[src/hdl/u8d_pkg.sv]
// Shared types and constants for the UTF-8 stream decoder.
package u8d_pkg;

	localparam logic [20:0] ReplCp    = 21'h00FFFD;
	localparam logic [7:0]  LeadMin   = 8'hC2;
	localparam logic [7:0]  LeadMax   = 8'hF4;
	localparam logic [7:0]  Lead3Min  = 8'hE0;
	localparam logic [7:0]  Lead4Min  = 8'hF0;
	localparam logic [7:0]  LeadE0    = 8'hE0;
	localparam logic [7:0]  LeadED    = 8'hED;
	localparam logic [7:0]  LeadF0    = 8'hF0;
	localparam logic [7:0]  LeadF4    = 8'hF4;
	localparam logic [7:0]  ContMin   = 8'h80;
	localparam logic [7:0]  ContMax   = 8'hBF;
	localparam logic [7:0]  ContE0Min = 8'hA0;
	localparam logic [7:0]  ContEDMax = 8'h9F;
	localparam logic [7:0]  ContF0Min = 8'h90;
	localparam logic [7:0]  ContF4Max = 8'h8F;
	localparam logic [5:0]  ContMask  = 6'h3F;

	// Open sequence; a lead of zero means none is open.
	typedef struct packed {
		logic [7:0]  lead;
		logic [1:0]  taken;
		logic [1:0]  needed;
		logic [20:0] partial;
	} seq_t;

	// Results of one input byte: cnt items, all U+FFFD replacements except the
	// last, which carries last_cp and last_repl.
	typedef struct packed {
		logic [2:0]  cnt;
		logic [20:0] last_cp;
		logic        last_repl;
		logic        fin;
	} desc_t;

endpackage

[src/hdl/u8d_dec.sv]
// Per-byte decode step: next sequence state and the result descriptor.
module u8d_dec (
	input  u8d_pkg::seq_t  seq,
	input  logic [7:0]     data_byte,
	input  logic           final_byte,
	output u8d_pkg::seq_t  seq_next,
	output u8d_pkg::desc_t desc
);

	logic        pending;
	logic [7:0]  lo;
	logic [7:0]  hi;
	logic        in_range;
	logic [1:0]  taken_inc;
	logic [20:0] partial_inc;
	logic [2:0]  fail_cnt;

	always_comb begin
		pending = (seq.lead != 8'h00);
		lo = u8d_pkg::ContMin;
		hi = u8d_pkg::ContMax;
		if (seq.taken == 2'd0) begin
			if (seq.lead == u8d_pkg::LeadE0) begin
				lo = u8d_pkg::ContE0Min;
			end else if (seq.lead == u8d_pkg::LeadED) begin
				hi = u8d_pkg::ContEDMax;
			end else if (seq.lead == u8d_pkg::LeadF0) begin
				lo = u8d_pkg::ContF0Min;
			end else if (seq.lead == u8d_pkg::LeadF4) begin
				hi = u8d_pkg::ContF4Max;
			end
		end
		in_range    = (data_byte >= lo) && (data_byte <= hi);
		taken_inc   = seq.taken + 2'd1;
		partial_inc = {seq.partial[14:0], data_byte[5:0] & u8d_pkg::ContMask};
		fail_cnt    = {1'b0, seq.taken} + 3'd1;

		seq_next       = seq;
		desc.cnt       = 3'd0;
		desc.last_cp   = u8d_pkg::ReplCp;
		desc.last_repl = 1'b1;
		desc.fin       = final_byte;

		if (pending && in_range) begin
			if (taken_inc >= seq.needed) begin
				desc.cnt       = 3'd1;
				desc.last_cp   = partial_inc;
				desc.last_repl = 1'b0;
				seq_next       = '0;
			end else if (final_byte) begin
				desc.cnt = {1'b0, taken_inc} + 3'd1;
				seq_next = '0;
			end else begin
				seq_next.taken   = taken_inc;
				seq_next.partial = partial_inc;
			end
		end else begin
			// A broken sequence first yields its replacements, then the byte
			// starts over.
			desc.cnt = pending ? fail_cnt : 3'd0;
			seq_next = '0;
			if (data_byte[7] == 1'b0) begin
				desc.cnt       = desc.cnt + 3'd1;
				desc.last_cp   = {13'd0, data_byte};
				desc.last_repl = 1'b0;
			end else if (data_byte < u8d_pkg::LeadMin || data_byte > u8d_pkg::LeadMax) begin
				desc.cnt = desc.cnt + 3'd1;
			end else if (final_byte) begin
				desc.cnt = desc.cnt + 3'd1;
			end else begin
				seq_next.lead = data_byte;
				if (data_byte < u8d_pkg::Lead3Min) begin
					seq_next.needed  = 2'd1;
					seq_next.partial = {16'd0, data_byte[4:0]};
				end else if (data_byte < u8d_pkg::Lead4Min) begin
					seq_next.needed  = 2'd2;
					seq_next.partial = {17'd0, data_byte[3:0]};
				end else begin
					seq_next.needed  = 2'd3;
					seq_next.partial = {18'd0, data_byte[2:0]};
				end
			end
		end
	end

endmodule

[src/hdl/utf8_stream_decoder.sv]
// Top level of the UTF-8 stream decoder with U+FFFD replacement.
//
//   channel | direction | tdata                 | tuser                 | tlast
//   s_*     | in        | [7:0] data_byte       | -                     | final_byte
//   m_*     | out       | [20:0] code_point     | [0] replaced,         | run_end
//           |           |                       | [1] string_end        |
//
// A byte is decoded in the cycle it is accepted; its results go to the output
// register, or to the skid slot while that is busy. One byte per cycle is taken
// while m_tready is high and each byte yields at most one result; a byte with
// more holds the output until all are taken, and a skid slot lets one more in.
// Reset clears the open sequence and empties both result slots.
// Back-pressure on m_tready fills the skid slot, which then drops s_tready.
module utf8_stream_decoder (
	input  logic        clk,
	input  logic        arst_n,
	input  logic        s_tvalid,
	output logic        s_tready,
	input  logic [7:0]  s_tdata,  // [7:0] data_byte
	input  logic        s_tlast,  // final_byte
	output logic        m_tvalid,
	input  logic        m_tready,
	output logic [23:0] m_tdata,  // [20:0] code_point, [23:21] zero
	output logic [1:0]  m_tuser,  // [0] replaced, [1] string_end
	output logic        m_tlast   // run_end
);

	u8d_pkg::seq_t  seq_q;
	u8d_pkg::seq_t  seq_next;
	u8d_pkg::desc_t desc;
	u8d_pkg::desc_t out_q;
	u8d_pkg::desc_t skid_q;
	logic [2:0]     out_rem_q;
	logic           skid_vld_q;
	logic           s_fire;
	logic           new_desc;
	logic           out_last;
	logic           out_free;

	u8d_dec u_dec (
		.seq        (seq_q),
		.data_byte  (s_tdata),
		.final_byte (s_tlast),
		.seq_next   (seq_next),
		.desc       (desc)
	);

	assign s_tready = !skid_vld_q;
	assign s_fire   = s_tvalid && s_tready;
	assign new_desc = s_fire && (desc.cnt != 3'd0);
	assign out_last = (out_rem_q == 3'd1);
	assign out_free = (out_rem_q == 3'd0) || (out_last && m_tready);

	always_ff @(posedge clk or negedge arst_n) begin
		if (!arst_n) begin
			seq_q      <= '0;
			out_rem_q  <= 3'd0;
			skid_vld_q <= 1'b0;
		end else begin
			if (s_fire) begin
				seq_q <= seq_next;
			end
			if (out_free) begin
				if (skid_vld_q) begin
					out_rem_q  <= skid_q.cnt;
					skid_vld_q <= 1'b0;
				end else if (new_desc) begin
					out_rem_q <= desc.cnt;
				end else begin
					out_rem_q <= 3'd0;
				end
			end else begin
				if (m_tready) begin
					out_rem_q <= out_rem_q - 3'd1;
				end
				if (new_desc) begin
					skid_vld_q <= 1'b1;
				end
			end
		end
	end

	always_ff @(posedge clk) begin
		if (out_free) begin
			if (skid_vld_q) begin
				out_q <= skid_q;
			end else if (new_desc) begin
				out_q <= desc;
			end
		end else if (new_desc) begin
			skid_q <= desc;
		end
	end

	assign m_tvalid = (out_rem_q != 3'd0);
	assign m_tdata  = {3'd0, out_last ? out_q.last_cp : u8d_pkg::ReplCp};
	assign m_tuser  = {out_last && out_q.fin, out_last ? out_q.last_repl : 1'b1};
	assign m_tlast  = out_last;

endmodule
[config.mk]
export PLATFORM = sky130hd
export DESIGN_NAME = utf8_stream_decoder
export DESIGN_NICKNAME = d
export VERILOG_FILES = /design/src/hdl/u8d_pkg.sv /design/src/hdl/u8d_dec.sv /design/src/hdl/utf8_stream_decoder.sv
export SDC_FILE = /design/constraint.sdc
export NUM_CORES = 1
export LEC_CHECK = 0
export CAP_MARGIN = 20
export CORE_MARGIN = 2
export CORE_UTILIZATION = 45
export CTS_CLUSTER_DIAMETER = 200
export DETAILED_ROUTE_END_ITERATION = 16
export DONT_BUFFER_PORTS = 1
export GPL_TIMING_DRIVEN = 0
export MAX_ROUTING_LAYER = met4
export SLEW_MARGIN = 10
export SYNTH_ARGS = -nofsm -noshare
export SYNTH_HDL_FRONTEND = slang
export SYNTH_SLANG_ARGS = --single-unit
export TNS_END_PERCENT = 30
[constraint.sdc]
create_clock -name clk -period 15.15 [get_ports clk]
set_input_delay 0.7575 -clock clk [delete_from_list [all_inputs] [get_ports clk]]
set_output_delay 0.7575 -clock clk [all_outputs]
set_load 0.05 [all_outputs]
=== Word level (Yosys, flattened, before mapping) ===
Index checks and enable logic that the tools add are counted.
W data, S select, Z words.

* Register bits: 80
* Input port bits: 13
* Output and inout bits: 29
* Word-level logic and storage cells: 94

* $add $sub $neg: 5
* Order comparisons: 7
* Equality and inequality tests: 6
* Muxes and demuxes: 42
* Bitwise logic cells: 1
* Reductions and logical operators: 20

{| class="wikitable"
|+ Operators with widths
! cell !! count
|-
| $mux W23 || 6
|-
| $mux W8 || 11
|-
| $mux W33 || 2
|-
| $mux W22 || 2
|-
| $mux W21 || 2
|-
| $eq A8 B8 Y1 const B || 4
|-
| $mux W3 || 10
|-
| $mux W25 || 1
|-
| $lt A8 B8 Y1 const B || 3
|-
| $mux W17 || 1
|-
| $ge A8 B8 Y1 || 1
|-
| $gt A8 B8 Y1 const B || 1
|-
| $le A8 B8 Y1 || 1
|-
| $reduce_bool A8 Y1 || 1
|-
| $add A2 B1 Y3 const B || 2
|-
| $logic_and A1 B1 Y1 || 6
|-
| $mux W6 || 1
|-
| $reduce_and A2 Y1 || 3
|-
| $reduce_bool A2 Y1 || 3
|-
| $reduce_bool A3 Y1 || 2
|-
| $mux W5 || 1
|-
| $mux W2 || 2
|-
| $add A3 B1 Y3 const B || 1
|-
| $eq A3 B1 Y1 const B || 1
|-
| other kinds (10) || 13
|}

=== Longest topological paths before layout ===
Gate-level depths: netlist of the first run.

* Depth after elaboration: 15
* Mapped depth: 13
* Depth with buffers taken out: 12

=== Cells and area by module ===
From an unflattened synthesis of the first run, not the netlist that was laid out.

* Cells, all modules: 345
* Area total of the unflattened synthesis: 4530.6 µm²

{| class="wikitable"
|+ Modules (own cells, without submodules)
! module !! instances !! cells an instance !! area an instance (µm²) !! seq. area each (µm²)
|-
| utf8_stream_decoder || 1 || 212 || 3592.2 || 2397.3
|-
| u8d_dec || 1 || 133 || 938.4 || 0.0
|}

=== Least setup slack after synthesis of the first run ===
No wires, ideal clock.

* Path type: register to register
* Start point: register seq_q[28] in the netlist's numbering
* End point: register skid_q[0] in the netlist's numbering (enable)
* Setup time: 449 ps
* Arrival: 4653 ps
* Data required time: 14701 ps
* Path slack: 10048 ps
* Stages on the path, launching flop included: 11
* Buffers on the path: 1
* Clock period less this slack: 5102 ps
* Cells stage by stage: dfrtp_1 or4_4 or3_1 ha_1 and3b_1 a221oi_2 nor3_4 clkbuf_1 nand2_1 o31ai_1 a211oi_1

* Cells in the longest elaborated chain, start to end: 13
* Elaborated cells on any way between the ends: 27
* Classes of those cells: add/sub (1); order compare (2); eq/ne (4); mux (14); reduce/logical (6)

{| class="wikitable"
|+ Ends and longest elaborated chain
! element !! line !! RTL
|-
| from (decl) || utf8_stream_decoder.sv:28 || <nowiki>u8d_pkg::seq_t seq_q;</nowiki>
|-
| from (signal assigned) || utf8_stream_decoder.sv:61 || <nowiki>seq_q <= seq_next;</nowiki>
|-
| $eq A8 B8 Y1 || u8d_dec.sv:29 || <nowiki>end else if (seq.lead == u8d_pkg::LeadF4) begin</nowiki>
|-
| $mux W6 || u8d_dec.sv:29 ||
|-
| $mux W8 || u8d_dec.sv:27 || <nowiki>end else if (seq.lead == u8d_pkg::LeadF0) begin</nowiki>
|-
| $mux W8 || u8d_dec.sv:25 || <nowiki>end else if (seq.lead == u8d_pkg::LeadED) begin</nowiki>
|-
| $mux W8 || u8d_dec.sv:23 || <nowiki>if (seq.lead == u8d_pkg::LeadE0) begin</nowiki>
|-
| $mux W8 || u8d_dec.sv:22 || <nowiki>if (seq.taken == 2'd0) begin</nowiki>
|-
| $le A8 B8 Y1 || u8d_dec.sv:33 || <nowiki>in_range = (data_byte >= lo) && (data_byte <= hi);</nowiki>
|-
| $logic_and A1 B1 Y1 || u8d_dec.sv:33 ||
|-
| $logic_and A1 B1 Y1 || u8d_dec.sv:44 || <nowiki>if (pending && in_range) begin</nowiki>
|-
| $mux W25 (*) || u8d_dec.sv:44 ||
|-
| $reduce_bool A3 Y1 (*) || utf8_stream_decoder.sv:50 || <nowiki>assign new_desc = s_fire && (desc.cnt != 3'd0);</nowiki>
|-
| $logic_and A1 B1 Y1 (*) || utf8_stream_decoder.sv:50 ||
|-
| $reduce_and A2 Y1 (no source line) (*) || n/a ||
|-
| to (signal assigned) || utf8_stream_decoder.sv:91 || <nowiki>skid_q <= desc;</nowiki>
|-
| to (decl) || utf8_stream_decoder.sv:32 || <nowiki>u8d_pkg::desc_t skid_q;</nowiki>
|}

Mark *: on every way between the ends. The rest lies on a longest branch, timed or not.
A chain may end at the register's enable or synchronous reset.

==> key figures, run 1 <==
Status
  • Status: finished, final reports clean

Timing
  • Final setup TNS: 0 ns
  • Unrepaired setup endpoints after global routing: no
  • Slew HR: 0.320
  • Worst Tran Pin Value: 1.01 ns
  • Hold slack final: 0.0821 ns
  • Achievable frequency: 227 MHz
  • Setup Skew: 0.00750 ns
  • Tmin final: 4.40 ns
  • Final Hold Fails: 0
  • Slew Viols, Final: 0
  • Setup violations, final: 0
  • Final Cycle Share: 0.291

Pwr
  • Pint: 0.000498 W
  • Worst vdd ir: 0.0704 mV
  • PD cells: 188 nW/µm²
  • Gate power share: 0.379
  • Switching Share: 0.394
  • Clock share of power: 0.219
  • Leak: 1.69 nW
  • Sequential Power Share: 0.402
  • Sw power: 0.000324 W

Die
  • Rows: 34
  • IO Count: 42
  • Die span in y: 97.6 µm
  • Die W: 97.6 µm
  • Die area: 9530 µm²
  • Starting density of the core: 0.459
  • Core area: 8590 µm²

Critical path
  • Critical path endpoint category: register
  • Worst R2R Start: seq_q[28]
  • R2R Path End: out_q[8]
  • Critical Path RT: 15.12 ns
  • CP Class: register to register
  • CP Max Fanout: 23
  • Worst r2r path cells: 9
  • Reg2reg setup slack: 10.75 ns
  • Critical path data arrival time: 4.38 ns
  • Startpoint types: register

Global routing
  • Initial antenna violation count: 0
  • Vias in the first global route: 2596
  • Total track usage: 0.181
  • Largest net degree at the start of global routing: 32
  • Gr ovfl total: 0
  • Global-route wire length before repair: 13200 µm

Cells and area
  • Synthesis-to-finish area growth: 10.7%
  • Layout cells sized above 1: 0.157
  • Post-route cell area: 4370 µm²
  • Cell Count, Final, Fillers Out: 465
  • Antenna Cells: 0
  • Post-layout nets: 378

Routing
  • Drt initial violations: 123
  • Vias/cell: 5.48
  • Routed WL: 7670 µm
  • Antenna viol nets, final: 0
  • Avg WL per Cell: 16.5 µm
  • Pre-Repair DR Iteration Count: 4
  • # DRC: 0
  • Vias: 2549

Logic synthesis
  • Netlist cell types: 49
  • Ys Warns: 0
  • Async S/R FF share, synth: 0.388
  • Synth area leader: edfxtp_1
  • Seq cells post-synth: 80
  • Post-synth EDFFs: 49
  • Mapped Cells: 337
  • Top_reg_cell synth: edfxtp_1
  • Avg Cell Area, Syn: 11.7 µm²
  • Cell Area, Synth: 3950 µm²
  • Synth top area cells: edfxtp_1 37%, dfrtp_1 20%, mux2_2 6.6%, ha_1 4.1%, a22o_1 3.3%
  • Sequential area share after synthesis: 0.570
  • Synth top area share: 0.373

Place
  • DP HPWL: 5520 µm
  • Routability Congestion: 0.780
  • Count of input and output buffers: 0
  • Placed cell count: 449
  • Post-placement cell area: 4140 µm²

CTS
  • CTS tree: yes
  • Hold_buf cts: 0
  • Root Driver: clkbuf_8
  • Setup bufs post-CTS: 0
  • Post_cts resized: 0
  • Skew-Pair Late Insertion Delay: 0.36 ns
  • CTS Buffer Depth: 2
  • Worst-path clk slew: 0.09 ns
  • H-tree levels: 3
  • Total clock buffers created by CTS: 9
  • Num Clock Sinks: 80

Run
  • Max-Cap Viols: 0

Hold path
  • Hold crit path type: primary input to asynchronous set/reset pin
[cell usage in the layout, fill, tap and decap left out, types with 13 or more instances in the layout]
cell type,netlist,final
a22o_1,15,15
and2_1,13,13
dfrtp_1,31,31
edfxtp_1,49,49
ha_1,13,13
inv_1,22,22
mux2_2,23,23
nand2_1,31,31
nand2b_1,20,20
nand3_1,14,14
nor2_1,14,14
o21ai_0,14,14
[cell type report]
class                           count  area, µm²
Multi-Input combinational cell    220       1570
Buffer                             16       78.8
Clock buffer                        9        124
Inverter                           23       86.3
Fill cell                         779       4230
Clock inverter                      7        101
Tap cell                          108        135
Sequential cell                    80       2250
Timing Repair Buffer                2       26.3
[how the worst max path moves through the flow]
stage | from | endpoint | slack [ns] | depth (start not counted)
after floorplan | seq_q[28] | skid_q[0] | 10.05 | 10
after global placement | seq_q[23] | skid_q[8] | 8.88 | 12
after detailed placement | seq_q[28] | out_q[8] | 10.71 | 9
after CTS | seq_q[28] | out_q[6] | 10.68 | 9
after global routing | seq_q[28] | out_q[6] | 10.45 | 9
final | seq_q[28] | out_q[8] | 10.75 | 9
[flip-flops by register name, summed over array words and instances (netlist names)]
register	cells
out_q	23
out_rem_q	3
seq_q	27
skid_q	26
skid_vld_q	1
[routing by layer]
metal  up-vias  global-route usage  share of wire
met4         0              0.0641          0.014
met2        62               0.270           0.46
met5         -                   -              0
met1      1238               0.247           0.48
li1       1239                   -              -
met3        10              0.0374          0.047
[power by group through the flow]
stage / Combinational, W / Clock [W] / Sequential, W
global route: 0.000342 / 0.000192 / 0.000339
detailed placement: 0.000315 / 0 / 0.000337
finish: 0.000312 / 0.000180 / 0.000331
floorplan: 0.000252 / 0 / 0.000333
CTS: 0.000317 / 0.000183 / 0.000332
global placement: 0.000294 / 0 / 0.000339
[cells in the mapped netlist, types with 2 or more instances]
library cell / instances
and2_1: 13
ha_1: 13
a22o_1: 15
or4_1: 2
o21ai_0: 14
or3_1: 4
nand2_1: 31
mux2_2: 23
nand3_1: 14
clkbuf_1: 11
o211ai_1: 2
nor2_1: 14
o31ai_1: 2
a31oi_1: 6
a21oi_1: 9
edfxtp_1: 49
inv_1: 22
nor4_1: 2
nand2b_1: 20
o22ai_1: 2
nor2b_1: 4
buf_4: 3
or2_2: 2
nor3_1: 3
a32o_1: 2
mux2i_1: 2
dfrtp_1: 31
[worst max-delay path: stages, from the launching register on]
cell      delay, ns
dfrtp_1        0.40
or4_4          0.58
or3_1          0.37
ha_1           0.31
and3b_1        0.19
a221oi_2       0.41
or3_1          0.23
a31oi_1        0.16
nor4_1         0.89
a31oi_4        0.45
[cells by family (layout without fill, tap and decap cells)]
family,Yosys count,after routing,share of synthesized area
adders and majority gates,13,13,0.0412
buffers and inverters,39,57,0.0419
muxes,26,26,0.0764
xor gates and xnor gates,1,1,0.00222
other,1,3,0.000951
and+or+nand+nor,115,115,0.154
DFF,80,80,0.570
AOI/OAI and AO/OA,62,62,0.114
[per-stage QoR]
step            util  setup slack, ns  total power [W]
2_1_floorplan      -            10.05         0.000586
3_3_place_gp   0.476             8.88         0.000633
3_5_place_dp   0.482            10.71         0.000652
4_1_cts        0.508            10.68         0.000832
5_1_grt        0.508            10.45         0.000873
6_report       0.508            10.75         0.000823
(Power assumes the default switching activity.)
==> run 2: changes to the inputs <==
==> constraint.sdc (replaced) <==
create_clock -name clk -period 4.3 [get_ports clk]
set_input_delay 0.215 -clock clk [delete_from_list [all_inputs] [get_ports clk]]
set_output_delay 0.215 -clock clk [all_outputs]
set_load 0.05 [all_outputs]
==> run 2 against run 1 <==
- first-iteration DRC count up 23%
- largest power group unchanged
- via count up 3.1%
- total power rose to 3.6 times the previous value
- register-to-register slack worse by 11 ns
- critical endpoint is now out_q[11]
- combinational power rose to 3.8 times the previous value
- die area unchanged
- setup slack worse by 11 ns
- fmax up 5.0%
- final area up 3.4%
- hold slack worse by 0.076 ns
==> key figures, run 2 (synthesis gave the netlist of run 1 again) <==
Hold path
  • Hold crit path type: primary input to register
  • Worst Min Path Start: s_tdata[0]

Critical path
  • Critical Path RT: 4.28 ns (-10.84 ns)
  • CP Class: register to register
  • Reg2reg setup slack: 0.10 ns (-10.64 ns)
  • Critical path data arrival time: 4.18 ns (-0.20 ns)
  • Worst R2R Start: seq_q[28]
  • CP Max Fanout: 23 (unchanged)
  • Startpoint types: register
  • Worst r2r path cells: 9 (unchanged)
  • R2R Path End: out_q[11]
  • Worst setup endpoint: out_q[11]
  • CP startpoint: seq_q[28]
  • Critical path endpoint category: register

Timing
  • Tmin final: 4.20 ns (-0.209 ns)
  • Setup Skew: 0.0133 ns (+0.00584 ns)
  • Slew HR: 0.419 (+0.0994)
  • Unrepaired setup endpoints after global routing: yes
  • Hold slack final: 0.00601 ns (-0.0760 ns)
  • Final Cycle Share: 0.976 (+0.685)
  • Slew Viols, Final: 0 (unchanged)
  • Setup violations, final: 0 (unchanged)
  • Final Hold Fails: 0 (unchanged)
  • Final worst slack: 0.104 ns (-10.64 ns)
  • Achievable frequency: 238 MHz (+5.0%)
  • Worst Tran Pin Value: 0.863 ns (-0.147 ns)

Pwr
  • Leak: 1.75 nW (+3.8%)
  • PD cells: 649 nW/µm² (+240%)
  • Worst vdd ir: 0.277 mV (+290%)

Cells and area
  • Commonest cells after routing, fill and taps aside: 49 x edfxtp_1, 31 x nand2_1, 31 x dfrtp_1, 23 x mux2_2, 22 x inv_1
  • Post-layout nets: 392 (+3.7%)
  • Synthesis-to-finish area growth: 14.4%
  • Post-route cell area: 4510 µm² (+3.4%)
  • Layout cells sized above 1: 0.173 (+0.0156)
  • Antenna Cells: 0 (unchanged)
  • Most flop-heavy register: seq_q
  • Max FFs per register: 27 (unchanged)
  • Most common cell after layout, fill and taps aside: edfxtp_1
  • Largest registers: seq_q (27), skid_q (26), out_q (23)

Die
  • Die W: 97.6 µm (unchanged)
  • Core area: 8590 µm² (unchanged)
  • Starting density of the core: 0.459 (unchanged)
  • IO Count: 42 (unchanged)
  • Die span in y: 97.6 µm (unchanged)
  • Die area: 9530 µm² (unchanged)
  • Rows: 34 (unchanged)

Global routing
  • Initial antenna violation count: 0 (unchanged)
  • Global-route wire length before repair: 13300 µm (+0.89%)
  • Total track usage: 0.184 (+0.00315)
  • Largest net degree at the start of global routing: 32 (unchanged)
  • Vias in the first global route: 2559 (-1.4%)
  • Gr ovfl total: 0 (unchanged)

CTS
  • CTS tree: yes
  • Skew-Pair Late Insertion Delay: 0.36 ns (about the same)
  • H-tree levels: 3 (unchanged)
  • Num Clock Sinks: 80 (unchanged)
  • Root Driver: clkbuf_8
  • Total clock buffers created by CTS: 9 (unchanged)
  • Worst-path clk slew: 0.09 ns (about the same)
  • CTS Buffer Depth: 2 (unchanged)

Routing
  • Drt initial violations: 151 (+23%)
  • Avg WL per Cell: 17.1 µm (+3.5%)
  • Antenna viol nets, final: 0 (unchanged)
  • Vias: 2629 (+3.1%)
  • # DRC: 0 (unchanged)
  • Pre-Repair DR Iteration Count: 4 (unchanged)
  • Routed WL: 8180 µm (+6.6%)
  • Vias/cell: 5.49 (+0.12%)

Place
  • Count of input and output buffers: 0 (unchanged)
  • Routability Congestion: 0.817 (+4.7%)
  • Setup WS pre-CTS: -0.191 ns (-10.90 ns)
  • Post-placement cell area: 4150 µm² (about the same)
  • DP HPWL: 5520 µm (about the same)

Run
  • Max-Cap Viols: 0 (unchanged)

Status
  • Status: finished, final reports clean
[run 2: through the flow]
stage / TNS, ns / utilization / total power [W] / instances
global placement: -44.01 / 0.476 / 0.00223 / 447
global route: -1.07 / 0.525 / 0.00309 / 479
detailed placement: -5.83 / 0.482 / 0.00230 / 449
CTS: 0 / 0.519 / 0.00291 / 474
finish: 0 / 0.525 / 0.00293 / 479
floorplan: -3.85 / - / 0.00206 / 339
[run 2: layer usage]
layer / global-route usage / vias to the layer above / routed length [µm] / share of wire
met2: 0.279 / 59 / 3810 / 0.47
li1: - / 1270 / - / -
met3: 0.0374 / 7 / 420 / 0.051
met1: 0.250 / 1293 / 3880 / 0.47
met5: - / - / 0 / 0
met4: 0.0609 / 0 / 77 / 0.0094
[run 2: what timing repair did]
action / 4_1_cts / 5_1_grt
hold buffers: 9 / 0
hold endpoints to repair: 39 / 0
gates resized for setup: 1 / 3
pin swaps: 0 / 1
setup buffers: 0 / 5
endpoints found under the setup margin: 40 / 49
gates cloned: 0 / 0
[run 2: final cells by class]
class	instances	area, µm²
fill	766	4080
sequential	80	2250
multi-input combinational	220	1590
timing repair buffer	16	168
tap	108	135
clock buffer	9	124
clock inverter	7	87.6
inverter	23	86.3
buffer	16	80.1
[run 2: worst min path at each step]
stage | endpoint | slack [ns] | cells after the start
final | seq_q[25] | 0.006 | 2
after floorplan | out_rem_q[0] | -0.08 | 0
after global placement | seq_q[31] | -0.08 | 0
after CTS | seq_q[27] | 0.003 | 2
after detailed placement | seq_q[29] | -0.08 | 0
after global routing | seq_q[4] | 0.03 | 1
[run 2: critical path, cell delays in order, from the launching register on]
cell and delay, ns:
dfrtp_1 0.40, or4_4 0.58, or3_1 0.38, ha_1 0.33
and3b_1 0.21, a221oi_4 0.37, or3_1 0.22, a31oi_1 0.18
nor4_2 0.68, a31oi_4 0.43
[run 2: power by group]
group          switching [W]  internal [W]  total [W]
combinational       0.000817      0.000352    0.00117
sequential         0.0000578       0.00111    0.00117
clock               0.000316      0.000279   0.000595
total                0.00119       0.00174    0.00293
==> run 3: changes to the inputs <==
--- a/config.mk
+++ b/config.mk
@@ -5,15 +5,14 @@
 export SDC_FILE = /design/constraint.sdc
 export NUM_CORES = 1
 export LEC_CHECK = 0
+export ABC_AREA = 1
 export CAP_MARGIN = 20
 export CORE_MARGIN = 2
 export CORE_UTILIZATION = 45
-export CTS_CLUSTER_DIAMETER = 200
 export DETAILED_ROUTE_END_ITERATION = 16
 export DONT_BUFFER_PORTS = 1
 export GPL_TIMING_DRIVEN = 0
 export MAX_ROUTING_LAYER = met4
-export SLEW_MARGIN = 10
 export SYNTH_ARGS = -nofsm -noshare
 export SYNTH_HDL_FRONTEND = slang
 export SYNTH_SLANG_ARGS = --single-unit
==> run 3 against run 2 <==
- fmax grew 26%
- critical path depth up 7
- routed wire length shrank 3.5%
- non-clock buffer count decreased by 14
- critical endpoint is now out_q[4]
- final area decreased by 0.91%
- area after synthesis up 2.6%
- hold slack better by 0.026 ns
- synthesized cell count up 27%
==> key figures, run 3 <==
Status
  • Status: finished, final reports clean

Pwr
  • PD cells: 630 nW/µm² (-2.9%)
  • Sequential Power Share: 0.419 (+0.021)
  • Pint: 0.00169 W (-2.9%)
  • Switching Share: 0.401 (-0.00561)
  • Worst vdd ir: 0.216 mV (-22%)
  • Gate power share: 0.357 (-0.042)
  • Clock share of power: 0.224 (+0.021)
  • Sw power: 0.00113 W (-5.1%)
  • Leak: 1.92 nW (+10%)

Timing
  • Final Hold Fails: 0 (unchanged)
  • Setup violations, final: 0 (unchanged)
  • Setup Skew: 0.00868 ns (-0.00466 ns)
  • Tmin final: 3.33 ns (-0.866 ns)
  • Achievable frequency: 300 MHz (+26%)
  • Slew HR: 0.404 (-0.0156)
  • Slew Viols, Final: 0 (unchanged)
  • Unrepaired setup endpoints after global routing: no
  • Final Cycle Share: 0.774 (-0.201)
  • Worst Tran Pin Value: 0.891 ns (+0.0275 ns)

Logic synthesis
  • Mapped Cells: 428 (+27%)
  • Seq cells post-synth: 80 (unchanged)
  • Synth top cells by count: 91 x nand2_1, 60 x inv_1, 49 x edfxtp_1
  • Netlist cell types: 36 (-27%)
  • Ys Warns: 0 (unchanged)
  • Count leader, synth: nand2_1
  • Sequential area share after synthesis: 0.555 (-0.0144)
  • Cell Area, Synth: 4050 µm² (+2.6%)
  • Top_reg_cell synth: edfxtp_1
  • Avg Cell Area, Syn: 9.46 µm² (-19%)
  • Synth top area cells: edfxtp_1 36%, dfrtp_1 19%, nand2_1 8.4%, inv_1 5.6%, ha_1 4.0%
  • Synth top area share: 0.364 (-0.00945)
  • Post-synth EDFFs: 49 (unchanged)
  • Synth area leader: edfxtp_1
  • Async S/R FF share, synth: 0.388 (unchanged)

CTS
  • CTS tree: yes
  • Num Clock Sinks: 80 (unchanged)
  • CTS Buffer Depth: 2 (unchanged)
  • H-tree levels: 3 (unchanged)
  • Root Driver: clkbuf_8
  • Worst-path clk slew: 0.09 ns (about the same)
  • Hold_buf cts: 3 (-6)
  • Skew-Pair Late Insertion Delay: 0.35 ns (about the same)
  • Total clock buffers created by CTS: 9 (unchanged)
  • Setup bufs post-CTS: 0 (unchanged)
  • Post_cts resized: 0 (-1)

Cells and area
  • Post-layout nets: 470 (+20%)
  • Cell Count, Final, Fillers Out: 557 (+16%)
  • Most common cell after layout, fill and taps aside: nand2_1
  • Antenna Cells: 0 (unchanged)
  • Synthesis-to-finish area growth: 10.5%
  • Largest registers: seq_q (27), skid_q (26), out_q (23)
  • Max FFs per register: 27 (unchanged)
  • Post-route cell area: 4470 µm² (-0.91%)
  • Layout cells sized above 1: 0.180 (+0.00789)
  • Commonest cells after routing, fill and taps aside: 91 x nand2_1, 60 x inv_1, 49 x edfxtp_1, 31 x dfrtp_1, 29 x nor2_1
  • Most flop-heavy register: seq_q

Die
  • Rows: 34 (unchanged)
  • Die W: 98.8 µm (+1.2%)
  • Core area: 8720 µm² (+1.5%)
  • Die span in y: 98.8 µm (+1.2%)
  • IO Count: 42 (unchanged)
  • Starting density of the core: 0.464 (+0.00505)
  • Die area: 9770 µm² (+2.5%)

Global routing
  • Initial antenna violation count: 0 (unchanged)
  • Largest net degree at the start of global routing: 32 (unchanged)
  • Vias in the first global route: 2761 (+7.9%)
  • Global-route wire length before repair: 13800 µm (+3.3%)
  • Total track usage: 0.184 (about the same)
  • Gr ovfl total: 0 (unchanged)

Place
  • Post-placement cell area: 4210 µm² (+1.4%)
  • Placed cell count: 538 (+20%)
  • Routability Congestion: 0.878 (+7.6%)
  • Count of input and output buffers: 0 (unchanged)
  • DP HPWL: 5980 µm (+8.3%)

Run
  • Max-Cap Viols: 0 (unchanged)

Hold path
  • Hold crit path type: primary input to register

Critical path
  • Critical path data arrival time: 3.31 ns (-0.87 ns)
  • Startpoint types: register
  • CP Max Fanout: 23 (unchanged)
  • Critical Path RT: 4.28 ns (about the same)
  • CP Class: register to register
  • Critical path endpoint category: register

Routing
  • Avg WL per Cell: 14.2 µm (-17%)
  • Pre-Repair DR Iteration Count: 4 (unchanged)
  • Antenna viol nets, final: 0 (unchanged)
  • Vias: 2840 (+8.0%)
  • # DRC: 0 (unchanged)
  • Vias/cell: 5.10 (-7.1%)
  • Routed WL: 7900 µm (-3.5%)
  • Drt initial violations: 88 (-42%)
-- run 3: layout make-up --
cell class | instances | area [µm²]
flip-flops and latches | 80 | 2250
clock inverters | 7 | 103
fillers | 801 | 4250
well taps | 108 | 135
repair buffers | 3 | 40.0
multi-input cells | 270 | 1500
clock buffers | 9 | 124
inverters | 65 | 244
plain buffers | 15 | 81.3
-- run 3: cell families after synthesis --
kind of cell,count (synthesis),share of synthesized area
AND/OR/NAND/NOR,185,0.220
buffers and inverters,80,0.0804
flip-flops,80,0.555
AO/OA/AOI/OAI,68,0.101
adder cells (fa/ha/maj),13,0.0402
XOR/XNOR,1,0.00216
other,1,0.000926
-- run 3: path summary, 6_finish.rpt --
check | startpoint | to | slack, ns | depth (start not counted)
setup / recovery | seq_q[23] | out_q[4] | 0.97 | 16
max in group asynchronous | arst_n | seq_q[24] | 3.83 | 2
hold / removal | s_tdata[4] | seq_q[21] | 0.03 | 2
min in group asynchronous | arst_n | seq_q[4] | 0.30 | 2
hold reg to reg | seq_q[21] | seq_q[21] | 0.52 | 2
setup reg to reg | seq_q[23] | out_q[4] | 0.97 | 16
-- run 3: critical path, stage by stage (launching register included) --
cell and delay (ns):
dfrtp_1 0.44, inv_1 0.19, ha_1 0.22, inv_1 0.08, a21oi_1 0.13, ha_1 0.26, nand2_1 0.07, nand3b_1 0.08
nand2_2 0.11, nand2_2 0.07, nor2_4 0.17, nand3_1 0.10, nand2_1 0.10, nand2_1 0.12, nand4_1 0.13, nand2_1 0.06
inv_1 0.62
-- run 3: power groups by stage --
stage / sequential, W / combinational (W) / clock [W]
global route: 0.00121 / 0.00113 / 0.000673
finish: 0.00118 / 0.00101 / 0.000632
global placement: 0.00120 / 0.000970 / 0
CTS: 0.00118 / 0.00102 / 0.000640
detailed placement: 0.00120 / 0.00101 / 0
floorplan: 0.00119 / 0.000819 / 0
-- run 3: per-stage QoR --
| step | power (W) | TNS (ns) | hold WS (ns) | worst slack [ns] | utilization |
|---|---|---|---|---|---|
| 6_report | 0.00282 | 0 | 0.0324 | 0.970 | 0.513 |
| 5_1_grt | 0.00301 | 0 | 0.0241 | 0.617 | 0.513 |
| 4_1_cts | 0.00284 | 0 | 0.0130 | 0.918 | 0.513 |
| 3_5_place_dp | 0.00221 | 0 | -0.0788 | 0.938 | 0.482 |
| 3_3_place_gp | 0.00217 | -5.56 | -0.0788 | -0.215 | 0.480 |
| 2_1_floorplan | 0.00201 | 0 | -0.0806 | 0.585 | - |
-- run 3: layer usage --
layer  up-vias  GRT usage  part of all wire
li1       1428          -                 -
met1      1329      0.250              0.48
met2        73      0.278              0.46
met3        10     0.0404             0.049
met4         0     0.0558             0.013
met5         -          -                 0
